$ cat src/bums_pkg.sv
`timescale 1ns / 1ps

package bums_pkg;

  localparam int VALUE_W = 32;
  localparam int MAX_ELEMS_DEF = 64;
  localparam int DATA_WIDTH_DEF = 32;

  typedef enum logic [1:0] {
    RD_I    = 2'd0,
    RD_J    = 2'd1,
    RD_NEXT = 2'd2,
    RD_K    = 2'd3
  } rd_sel_t;

  typedef struct packed {
    logic    load;
    logic    sort_init;
    logic    run_init;
    rd_sel_t rd_sel;
    logic    cap_l;
    logic    cap_r;
    logic    merge_step;
    logic    refill;
    logic    run_next;
    logic    pass_next;
    logic    out_init;
    logic    out_load;
    logic    finish;
  } dp_cmd_t;

  typedef struct packed {
    logic full;
    logic sorted;
    logic run_done;
    logic last_run;
    logic out_last;
  } dp_status_t;

endpackage

$ cat src/bums_ram.sv
`timescale 1ns / 1ps

module bums_ram #(
  parameter int WIDTH = 32,
  parameter int DEPTH = 64
) (
  input  logic                     clk,
  input  logic                     we,
  input  logic [$clog2(DEPTH)-1:0] waddr,
  input  logic [WIDTH-1:0]         wdata,
  input  logic [$clog2(DEPTH)-1:0] raddr,
  output logic [WIDTH-1:0]         rdata
);

  logic [WIDTH-1:0] mem [DEPTH];

  always_ff @(posedge clk) begin
    if (we) begin
      mem[waddr] <= wdata;
    end
    rdata <= mem[raddr];
  end

endmodule

$ cat src/bums_datapath.sv
`timescale 1ns / 1ps

module bums_datapath #(
  parameter int MAX_ELEMS  = 64,
  parameter int DATA_WIDTH = 32
) (
  input  logic                          clk,
  input  logic                          rst,
  input  bums_pkg::dp_cmd_t             cmd,
  output bums_pkg::dp_status_t          status,
  input  logic [bums_pkg::VALUE_W-1:0]  s_tdata,
  output logic [bums_pkg::VALUE_W-1:0]  m_tdata,
  output logic                          m_tlast,
  output logic                          m_tuser
);

  import bums_pkg::*;

  localparam int AW = $clog2(MAX_ELEMS);
  localparam int CW = $clog2(MAX_ELEMS + 1);
  localparam int SW = CW + 2;

  logic [CW-1:0] count;
  logic          dropped;
  logic          src;
  logic [CW:0]   width;
  logic [CW-1:0] start;
  logic [CW-1:0] i;
  logic [CW-1:0] j;
  logic [CW-1:0] k;
  logic [CW-1:0] mid;
  logic [CW-1:0] hi;
  logic          took_l;
  logic signed [DATA_WIDTH-1:0] head_l;
  logic signed [DATA_WIDTH-1:0] head_r;

  logic [SW-1:0] n_ext;
  logic [SW-1:0] end_w;
  logic [SW-1:0] end_2w;
  logic [CW-1:0] mid_calc;
  logic [CW-1:0] hi_calc;
  logic          take_l;
  logic [CW-1:0] ridx;
  logic [AW-1:0] raddr;
  logic signed [DATA_WIDTH-1:0] load_value;
  logic signed [DATA_WIDTH-1:0] merge_value;
  logic signed [DATA_WIDTH-1:0] rdata;
  logic [DATA_WIDTH-1:0] rdata0;
  logic [DATA_WIDTH-1:0] rdata1;
  logic                  we0;
  logic                  we1;
  logic [AW-1:0]         waddr0;
  logic [DATA_WIDTH-1:0] wdata0;

  assign n_ext    = SW'(count);
  assign end_w    = SW'(start) + SW'(width);
  assign end_2w   = SW'(start) + (SW'(width) << 1);
  assign mid_calc = (end_w < n_ext) ? CW'(end_w) : count;
  assign hi_calc  = (end_2w < n_ext) ? CW'(end_2w) : count;

  assign take_l = (i < mid) && ((j >= hi) || (head_l <= head_r));
  assign merge_value = take_l ? head_l : head_r;
  assign load_value  = DATA_WIDTH'($signed(s_tdata));

  always_comb begin
    case (cmd.rd_sel)
      RD_I:    ridx = i;
      RD_J:    ridx = j;
      RD_NEXT: ridx = take_l ? CW'(i + 1'b1) : CW'(j + 1'b1);
      RD_K:    ridx = k;
      default: ridx = k;
    endcase
  end

  assign raddr = ridx[AW-1:0];

  // bank 0 takes the load; merges ping-pong between banks
  assign we0    = (cmd.load && !status.full) || (cmd.merge_step && src);
  assign we1    = cmd.merge_step && !src;
  assign waddr0 = cmd.load ? count[AW-1:0] : k[AW-1:0];
  assign wdata0 = cmd.load ? load_value : merge_value;

  bums_ram #(
    .WIDTH(DATA_WIDTH),
    .DEPTH(MAX_ELEMS)
  ) u_bank0 (
    .clk  (clk),
    .we   (we0),
    .waddr(waddr0),
    .wdata(wdata0),
    .raddr(raddr),
    .rdata(rdata0)
  );

  bums_ram #(
    .WIDTH(DATA_WIDTH),
    .DEPTH(MAX_ELEMS)
  ) u_bank1 (
    .clk  (clk),
    .we   (we1),
    .waddr(k[AW-1:0]),
    .wdata(merge_value),
    .raddr(raddr),
    .rdata(rdata1)
  );

  assign rdata = src ? rdata1 : rdata0;

  assign status.full     = (count == CW'(MAX_ELEMS));
  assign status.sorted   = (SW'(width) >= n_ext);
  assign status.run_done = (k == hi);
  assign status.last_run = (end_2w >= n_ext);
  assign status.out_last = m_tlast;

  always_ff @(posedge clk) begin
    if (rst) begin
      count   <= '0;
      dropped <= 1'b0;
    end else if (cmd.finish) begin
      count   <= '0;
      dropped <= 1'b0;
    end else if (cmd.load) begin
      if (status.full) begin
        dropped <= 1'b1;
      end else begin
        count <= CW'(count + 1'b1);
      end
    end
  end

  always_ff @(posedge clk) begin
    if (cmd.sort_init) begin
      width <= (CW+1)'(1);
      start <= '0;
      src   <= 1'b0;
    end
    if (cmd.run_init) begin
      i   <= start;
      j   <= mid_calc;
      k   <= start;
      mid <= mid_calc;
      hi  <= hi_calc;
    end
    if (cmd.cap_l) begin
      head_l <= rdata;
    end
    if (cmd.cap_r) begin
      head_r <= rdata;
    end
    if (cmd.merge_step) begin
      k      <= CW'(k + 1'b1);
      took_l <= take_l;
      if (take_l) begin
        i <= CW'(i + 1'b1);
      end else begin
        j <= CW'(j + 1'b1);
      end
    end
    if (cmd.refill) begin
      if (took_l) begin
        head_l <= rdata;
      end else begin
        head_r <= rdata;
      end
    end
    if (cmd.run_next) begin
      start <= CW'(end_2w);
    end
    if (cmd.pass_next) begin
      width <= width << 1;
      start <= '0;
      src   <= ~src;
    end
    if (cmd.out_init) begin
      k <= '0;
    end
    if (cmd.out_load) begin
      m_tdata <= VALUE_W'(rdata);
      m_tlast <= (CW'(k + 1'b1) == count);
      m_tuser <= dropped;
      k       <= CW'(k + 1'b1);
    end
  end

endmodule

$ cat src/bums_ctrl.sv
`timescale 1ns / 1ps

module bums_ctrl (
  input  logic                 clk,
  input  logic                 rst,
  input  bums_pkg::dp_status_t status,
  output bums_pkg::dp_cmd_t    cmd,
  input  logic                 s_tvalid,
  output logic                 s_tready,
  input  logic                 s_tlast,
  output logic                 m_tvalid,
  input  logic                 m_tready
);

  import bums_pkg::*;

  typedef enum logic [11:0] {
    S_LOAD      = 12'b0000_0000_0001,
    S_SORT_INIT = 12'b0000_0000_0010,
    S_CHECK     = 12'b0000_0000_0100,
    S_RUN_INIT  = 12'b0000_0000_1000,
    S_RD_L      = 12'b0000_0001_0000,
    S_RD_R      = 12'b0000_0010_0000,
    S_CAP_R     = 12'b0000_0100_0000,
    S_MERGE     = 12'b0000_1000_0000,
    S_REFILL    = 12'b0001_0000_0000,
    S_OUT_RD    = 12'b0010_0000_0000,
    S_OUT_LD    = 12'b0100_0000_0000,
    S_OUT_WAIT  = 12'b1000_0000_0000
  } state_t;

  state_t state;
  state_t state_next;

  assign s_tready = (state == S_LOAD);
  assign m_tvalid = (state == S_OUT_WAIT);

  always_comb begin
    state_next = state;
    cmd        = '0;
    cmd.rd_sel = RD_K;
    case (state)
      S_LOAD: begin
        if (s_tvalid) begin
          cmd.load = 1'b1;
          if (s_tlast) begin
            state_next = S_SORT_INIT;
          end
        end
      end
      S_SORT_INIT: begin
        cmd.sort_init = 1'b1;
        state_next    = S_CHECK;
      end
      S_CHECK: begin
        if (status.sorted) begin
          cmd.out_init = 1'b1;
          state_next   = S_OUT_RD;
        end else begin
          state_next = S_RUN_INIT;
        end
      end
      S_RUN_INIT: begin
        cmd.run_init = 1'b1;
        state_next   = S_RD_L;
      end
      S_RD_L: begin
        cmd.rd_sel = RD_I;
        state_next = S_RD_R;
      end
      S_RD_R: begin
        cmd.cap_l  = 1'b1;
        cmd.rd_sel = RD_J;
        state_next = S_CAP_R;
      end
      S_CAP_R: begin
        cmd.cap_r  = 1'b1;
        state_next = S_MERGE;
      end
      S_MERGE: begin
        if (status.run_done) begin
          if (status.last_run) begin
            cmd.pass_next = 1'b1;
            state_next    = S_CHECK;
          end else begin
            cmd.run_next = 1'b1;
            state_next   = S_RUN_INIT;
          end
        end else begin
          cmd.merge_step = 1'b1;
          cmd.rd_sel     = RD_NEXT;
          state_next     = S_REFILL;
        end
      end
      S_REFILL: begin
        cmd.refill = 1'b1;
        state_next = S_MERGE;
      end
      S_OUT_RD: begin
        state_next = S_OUT_LD;
      end
      S_OUT_LD: begin
        cmd.out_load = 1'b1;
        state_next   = S_OUT_WAIT;
      end
      S_OUT_WAIT: begin
        if (m_tready) begin
          if (status.out_last) begin
            cmd.finish = 1'b1;
            state_next = S_LOAD;
          end else begin
            state_next = S_OUT_LD;
          end
        end
      end
      default: begin
        state_next = S_LOAD;
      end
    endcase
  end

  always_ff @(posedge clk) begin
    if (rst) begin
      state <= S_LOAD;
    end else begin
      state <= state_next;
    end
  end

endmodule

$ cat src/bottom_up_merge_sorter.sv
`timescale 1ns / 1ps

// Bottom-up merge sorter. Takes signed values one request per cycle until a
// request with tlast arrives, then sorts the set ascending (stable: equal
// values keep arrival order) and sends every kept value out, tlast on the final
// one and tuser set on all of them if requests beyond MAX_ELEMS were dropped.
// The input is not ready while a set is sorted or sent. For a set of n values
// the sort takes ceil(log2 n) passes; each pass does one registered read per
// element in the merge loop, and the two RAM banks share a single read
// address. Read-out holds each result until m_axis_tready takes it.
module bottom_up_merge_sorter #(
  parameter int MAX_ELEMS  = bums_pkg::MAX_ELEMS_DEF,
  parameter int DATA_WIDTH = bums_pkg::DATA_WIDTH_DEF
) (
  input  logic                         clk,
  input  logic                         rst,
  input  logic                         s_axis_tvalid,
  output logic                         s_axis_tready,
  input  logic [bums_pkg::VALUE_W-1:0] s_axis_tdata,  // [31:0] value
  input  logic                         s_axis_tlast,  // is_last
  output logic                         m_axis_tvalid,
  input  logic                         m_axis_tready,
  output logic [bums_pkg::VALUE_W-1:0] m_axis_tdata,  // [31:0] sorted_value
  output logic                         m_axis_tlast,  // last_out
  output logic                         m_axis_tuser   // [0] overflow
);

  import bums_pkg::*;

  dp_cmd_t    cmd;
  dp_status_t status;

  bums_ctrl u_ctrl (
    .clk     (clk),
    .rst     (rst),
    .status  (status),
    .cmd     (cmd),
    .s_tvalid(s_axis_tvalid),
    .s_tready(s_axis_tready),
    .s_tlast (s_axis_tlast),
    .m_tvalid(m_axis_tvalid),
    .m_tready(m_axis_tready)
  );

  bums_datapath #(
    .MAX_ELEMS (MAX_ELEMS),
    .DATA_WIDTH(DATA_WIDTH)
  ) u_datapath (
    .clk    (clk),
    .rst    (rst),
    .cmd    (cmd),
    .status (status),
    .s_tdata(s_axis_tdata),
    .m_tdata(m_axis_tdata),
    .m_tlast(m_axis_tlast),
    .m_tuser(m_axis_tuser)
  );

`ifndef SYNTH
  a_one_side: assert property (@(posedge clk) disable iff (rst)
    !(s_axis_tready && m_axis_tvalid))
    else $error("input ready while a result is offered");

  a_stop_after_last: assert property (@(posedge clk) disable iff (rst)
    s_axis_tvalid && s_axis_tready && s_axis_tlast |=> !s_axis_tready)
    else $error("input still ready after the last request of a set");

  a_reload_after_end: assert property (@(posedge clk) disable iff (rst)
    m_axis_tvalid && m_axis_tready && m_axis_tlast |=> s_axis_tready && !m_axis_tvalid)
    else $error("not back to loading after the final result");
`endif

endmodule
$ cat config.mk
export PLATFORM = sky130hd
export DESIGN_NAME = bottom_up_merge_sorter
export DESIGN_NICKNAME = d
export VERILOG_FILES = /design/src/bums_pkg.sv /design/src/bums_ram.sv /design/src/bums_datapath.sv /design/src/bums_ctrl.sv /design/src/bottom_up_merge_sorter.sv
export SDC_FILE = /design/constraint.sdc
export NUM_CORES = 2
export LEC_CHECK = 0
export BUFFER_PORTS_ARGS = -buffer_cell sky130_fd_sc_hd__clkbuf_2
export CAP_MARGIN = 0
export CORE_MARGIN = 1.5
export CORE_UTILIZATION = 54
export CTS_CLUSTER_SIZE = 14
export DETAILED_ROUTE_END_ITERATION = 8
export PLACE_DENSITY_LB_ADDON = 0.05
export SKIP_LAST_GASP = 1
export SLEW_MARGIN = 25
export SYNTH_ARGS = -nofsm -noshare
export SYNTH_HDL_FRONTEND = slang
export SYNTH_SLANG_ARGS = --single-unit
$ cat constraint.sdc
create_clock -name clk -period 9.8 [get_ports clk]
set_input_delay 1.47 -clock clk [delete_from_list [all_inputs] [get_ports clk]]
set_output_delay 1.47 -clock clk [all_outputs]
set_load 0.05 [all_outputs]
# Word level (Yosys, flattened, before mapping)
# Memories as Yosys holds them, arrays and structs flattened. A register that Yosys moved wholly into a read port is not among the register bits.
# Cells that the tools add are included.
# W data, S select, Z words.
# word_totals
inputBits,37
wordCells,136
register_bits,170
mem_bits_rw,4096
memories,2
# classes
bitwise,2
n_mux,63
n_addsub,6
eq_ne,21
n_reduce_logical,17
order_cmp,7
# memory_table
name,depth,word_bits,read_ports,rd_clocked_by_memory_dff,write_ports,line_no,rtl
u_datapath.u_bank0.mem,64,32,1,1,1,bums_ram.sv:15,logic [WIDTH-1:0] mem [DEPTH];
u_datapath.u_bank1.mem,64,32,1,1,1,bums_ram.sv:15,
# op_table
cell,n
$mux W32,9
$pmux W12 S11,1
$mux W7,14
$mux W12,4
$le A32 B32 Y1,1
$add A7 B1 Y7 const B,4
$mux W1,24
$pmux W6 S4,1
$lt A9 B7 Y1,2
$mux W8,2
$eq A7 B7 Y1,2
$eq A12 B1 Y1 const B,1
$eq A12 B10 Y1 const B,1
$eq A12 B11 Y1 const B,1
$eq A12 B12 Y1 const B,1
$eq A12 B2 Y1 const B,1
$eq A12 B3 Y1 const B,1
$eq A12 B4 Y1 const B,1
$eq A12 B5 Y1 const B,1
$eq A12 B6 Y1 const B,1
$eq A12 B7 Y1 const B,1
$eq A12 B8 Y1 const B,1
$eq A12 B9 Y1 const B,1
$mux W6,2
26 further kinds,38

# Depth between registers and ports, before layout
# depth
depth_word,7
depth_mapped,20

# Hierarchy
# A second synthesis with hierarchy kept.
# hier_totals
cells_unflattened,7771
hier_area_um2,167421.8
# modules_own_cells
mod,seq_area_each_um2,n_inst,area_each_um2,cells_per_inst
bums_ram,62139.6,2,78515.3,3324
bums_datapath,3783.6,1,9526.6,1013
bums_ctrl,240.2,1,864.6,110

# Least setup slack after synthesis
# OpenSTA, ideal clock, no wires.
# synth_timing
path_type,register to register
from,register u_datapath.head_r[11]
to,memory u_datapath.u_bank0.mem[0][10] (data pin)
slack_ns,3.603
stages_incl_launch_ff,14
t_required_ns,9.511
setup_ns,0.289
t_arrival_ns,5.907
synth_period_minus_slack_ns,6.197
cell_sequence,dfxtp_1 inv_1 ha_1 a211oi_1 o21ai_1 a2111oi_4 a31oi_1 nand3b_1 nand3_2 inv_1 clkbuf_1 clkbuf_1 o21ai_0 mux2_2
# synth_via
elab_chain_cells,5
# synth_lines
element,line_no,rtl
"start, declared",bums_datapath.sv:35,logic signed [DATA_WIDTH-1:0] head_r;
"start signal, assigned",bums_datapath.sv:148,head_r <= rdata;
"start signal, assigned",bums_datapath.sv:163,head_r <= rdata;
$le A32 B32 Y1,bums_datapath.sv:61,assign take_l = (i < mid) && ((j >= hi) || (head_l <= head_r));
$logic_or A1 B1 Y1,bums_datapath.sv:61,
$logic_and A1 B1 Y1,bums_datapath.sv:61,
$mux W32,bums_datapath.sv:62,assign merge_value = take_l ? head_l : head_r;
net u_datapath.merge_value[10],bums_datapath.sv:46,logic signed [DATA_WIDTH-1:0] merge_value;
$mux W32,bums_datapath.sv:81,assign wdata0 = cmd.load ? load_value : merge_value;
net u_datapath.u_bank0.wdata[10],bums_ram.sv:10,"input logic [WIDTH-1:0] wdata,"
"end, declared",bums_ram.sv:15,
# The timed path passes the listed nets, and every way through them passes these cells.

# Worst setup path after layout
# layout_timing
from,register u_datapath.k[3]
to,"register u_datapath.u_bank0.rdata[16], read port of u_datapath.u_bank0.mem"
# layout_via
elab_chain_cells,5
elab_cells_between_ends,8
classes_between,4 x eq/ne; 3 x mux; 1 x reduce/logical
# layout_lines
element,line_no,rtl
"start, declared",bums_datapath.sv:30,logic [CW-1:0] k;
"start signal, assigned",bums_datapath.sv:140,k <= start;
"start signal, assigned",bums_datapath.sv:151,k <= CW'(k + 1'b1);
"start signal, assigned",bums_datapath.sv:181,k <= CW'(k + 1'b1);
$eq A7 B7 Y1,bums_datapath.sv:111,assign status.run_done = (k == hi);
$mux W1,bums_ctrl.sv:81,if (status.run_done) begin
$pmux W2 S3,bums_ctrl.sv:42,case (state)
"$eq A2 B2 Y1, or another cell as far along",bums_datapath.sv:66,case (cmd.rd_sel)
$pmux W6 S4 *,bums_datapath.sv:66,
"end, declared",bums_ram.sv:12,output logic [WIDTH-1:0] rdata
# Every way passes the cells marked *; elsewhere a longest branch is shown, timed or not.
# A chain may end at the register's enable or synchronous reset.

==> results.toml <==
[timing]
slew_headroom_pct = 16.4
tns_ps = 0
fin_ws_ps = 2630
rsz0062_at_grt = "no"
setup_viol = 0
slew_viol_final = 0
finalHoldViolations = 0
fmax_mhz = 139
fin_skew_ps = 59.6
worst_slew_pin_slew_ps = 1240
period_needed_ps = 7170
fin_crit_sh_pct = 73.2

[global_route]
gr-total-overflow = 0
grt_max_degree = 154
grt_pass1_vias = 105000
grt_pass1_wl_mm = 815
track_usage_pct = 36.1
antenna_found_initial = 70

[placed_design]
place_ws_ps = 2890
dp_hpwl_mm = 329
gp_congestion = 0.903
port_buffers = 72

[logic_synthesis]
synth_edf_count = 4160
synth.most_common_cell = "edfxtp_1"
synthesis.nets = 12500
synth_top_area_share_pct = 72.7
synthArstFlopShare_pct = 0
synthTopCellsByArea = "edfxtp_1, nand2_1, nand3_1"
yosysTopAreaCell = "edfxtp_1"
synth_seq_cells = 4329
ys.flop_type = "edfxtp_1"
ys_warn_count = 0
syn_inst = 12300
ys_types = 86
syn_area_mm2 = 0.172
synth-seq-area-share_pct = 74.6
syn_avg_cell_area_um2 = 13.9
synth_common_cells = "edfxtp_1, nand2_1, nand3_1"

[setup_path]
setup.worst_path.class = "reg -> reg"
cp.required_ps = 10640
crit_fanout = 46
worst_setup_path_start_kind = "register"
cp.arrival_ps = 8010
crit_path_end_kind = "register"

[route]
wirelength_mm = 590
drc = 0
drtPass1Iterations = 8
drt_iter0_markers = 18600
vias_per_cell = 6.67
ant_nets = 0
vias = 114000
routedWlPerCell_um = 34.6

[clock_tree]
cts_tree = "yes"
cts_buffers = 443
htreeDepth = 5
post_cts_buffers = 0
cts-root-buf = "clkbuf_16"
cts_max_path_buffers = 4
clk_latency_ps = 980
clkTransAtPathRegs_ps = 60
cts_hold_buf = 0
post_cts_resized = 0
clock-sinks = 4329

[floorplanning]
coreArea_mm2 = 0.316
die_area_mm2 = 0.322
die_width_um = 567
pin_count = 73
die_h_um = 567
fp-row-count = 206
start_util_pct = 54.4

[finish]
nNetsFinal = 12600
fillers = 23500
drive_gt1_share_pct = 11.4
area_growth_pct = 12.7

[worst_hold_path]
hp-class = "reg -> reg"

[status]
outcome = "finished clean"

[job]
drv_cap = 0

[pwr]
total_leakage_power_nw = 65.5
ir_drop_uv = 160
pwr_density_cell_mw_per_mm2 = 197
-- logic make-up (layout without fill, tap and decap cells) --
kind of cell | Yosys count | in the layout | synth area share [%]
AOI/OAI and AO/OA | 1754 | 1754 | 6.76
buffers and inverters | 914 | 1403 | 2.49
xor gates and xnor gates | 38 | 38 | 0.194
and+or+nand+nor | 4716 | 4716 | 12.0
other | 0 | 53 | 0
adders and majority gates | 83 | 83 | 0.609
DFF | 4329 | 4329 | 74.6
muxes | 512 | 512 | 3.30
-- state kept, by name (all words and copies together) (netlist names) --
name                      cells
u_ctrl.state                 12
u_datapath.count              7
u_datapath.dropped            1
u_datapath.head_l            32
u_datapath.head_r            32
u_datapath.hi                 7
u_datapath.i                  7
u_datapath.j                  7
u_datapath.k                  7
u_datapath.m_tdata           32
u_datapath.m_tlast            1
u_datapath.m_tuser            1
u_datapath.mid                7
u_datapath.src                1
u_datapath.start              6
u_datapath.took_l             1
u_datapath.u_bank0.mem     2048
u_datapath.u_bank0.rdata     32
u_datapath.u_bank1.mem     2048
u_datapath.u_bank1.rdata     32
u_datapath.width              8
-- per-stage QoR --
stage | hold slack, ps | instances | total power, mW | area [um2] | util (%)
finish | 465 | 17000 | 38.1 | 194000 | 61.4
global route | 475 | 17000 | 38.9 | 194000 | 61.3
CTS | 459 | 17000 | 38.2 | 194000 | 61.3
detailed placement | 433 | 16200 | 21.4 | 179000 | 56.7
global placement | 434 | 16200 | 21.4 | 179000 | 56.6
floorplan | 409 | 12300 | 21.0 | 172000 | -
-- worst max-delay path: stages (launching register included) --
cell and delay, ps:
edfxtp_1 860, xor2_1 140, nor4_1 550, a21o_1 430
buf_4 370, nand2_1 90, a21oi_1 270, a31oi_4 190
and2_4 560, buf_4 420, nor2_4 600, buf_4 860
a32oi_1 240, nand4_1 190, nand3_1 510, or4_1 620
-- where the power goes --
group	total (mW)	internal [mW]	leakage (nW)	switching, mW
clock network	17.1	9.88	7.14	7.19
logic	0.755	0.120	22.3	0.635
registers	20.3	20.3	36.1	0.0193
total	38.1	30.3	65.5	7.84
-- layer usage --
metal	vias up	track usage, %	part of all wire [%]
met2	7804	52.1	43
met5	-	0	0.040
li1	46900	-	-
met3	1066	10.1	14
met1	58000	52.7	39
met4	32	12.4	3.9
-- final timing paths --
kind,slack [ps],cells after the start,startpoint,end
max,2630,15,u_datapath.k[3]$_DFFE_PP_,u_datapath.u_bank0.rdata[16]$_DFF_P_
min reg2reg,460,0,u_datapath.dropped$_SDFFE_PP0P_,u_datapath.m_tuser$_DFFE_PP_
max reg2reg,2630,15,u_datapath.k[3]$_DFFE_PP_,u_datapath.u_bank0.rdata[16]$_DFF_P_
min,460,0,u_datapath.dropped$_SDFFE_PP0P_,u_datapath.m_tuser$_DFFE_PP_
-- area by class of cell --
type	count	area, um2	share of cell area [%]
sequential	4329	128000	66.2
multi-input combinational	7103	41200	21.3
clock buffer	587	12000	6.18
tap	4160	5200	2.69
timing repair buffer	473	3940	2.03
clock inverter	239	2640	1.36
inverter	104	393	0.203
antenna	53	133	0.0684
-- cell usage in the layout (no fill, tap or decap), types with 39 or more instances in the layout --
cell type / Yosys / final
and3_1: 287 / 287
clkbuf_2: 0 / 72
a32oi_1: 131 / 131
buf_12: 0 / 43
inv_1: 101 / 100
ha_1: 82 / 82
buf_4: 76 / 350
a211oi_1: 205 / 201
clkbuf_1: 268 / 116
nor2_4: 1 / 132
dfxtp_1: 169 / 169
o22ai_1: 84 / 75
a21oi_1: 497 / 496
diode_2: 0 / 53
a221oi_1: 120 / 120
a31oi_1: 222 / 221
clkbuf_16: 0 / 449
clkinv_1: 3 / 75
a22oi_1: 80 / 80
nor2_1: 277 / 145
edfxtp_1: 4160 / 4160
bufinv_16: 0 / 49
nand2_1: 2814 / 2809
clkinv_2: 0 / 85
mux2i_1: 430 / 418
mux4_2: 39 / 39
o21ai_0: 203 / 164
nand3_1: 993 / 988
a311oi_1: 94 / 93
nand4_1: 100 / 100
mux2_2: 43 / 40
Note: power is estimated with default switching activity, not from simulation.
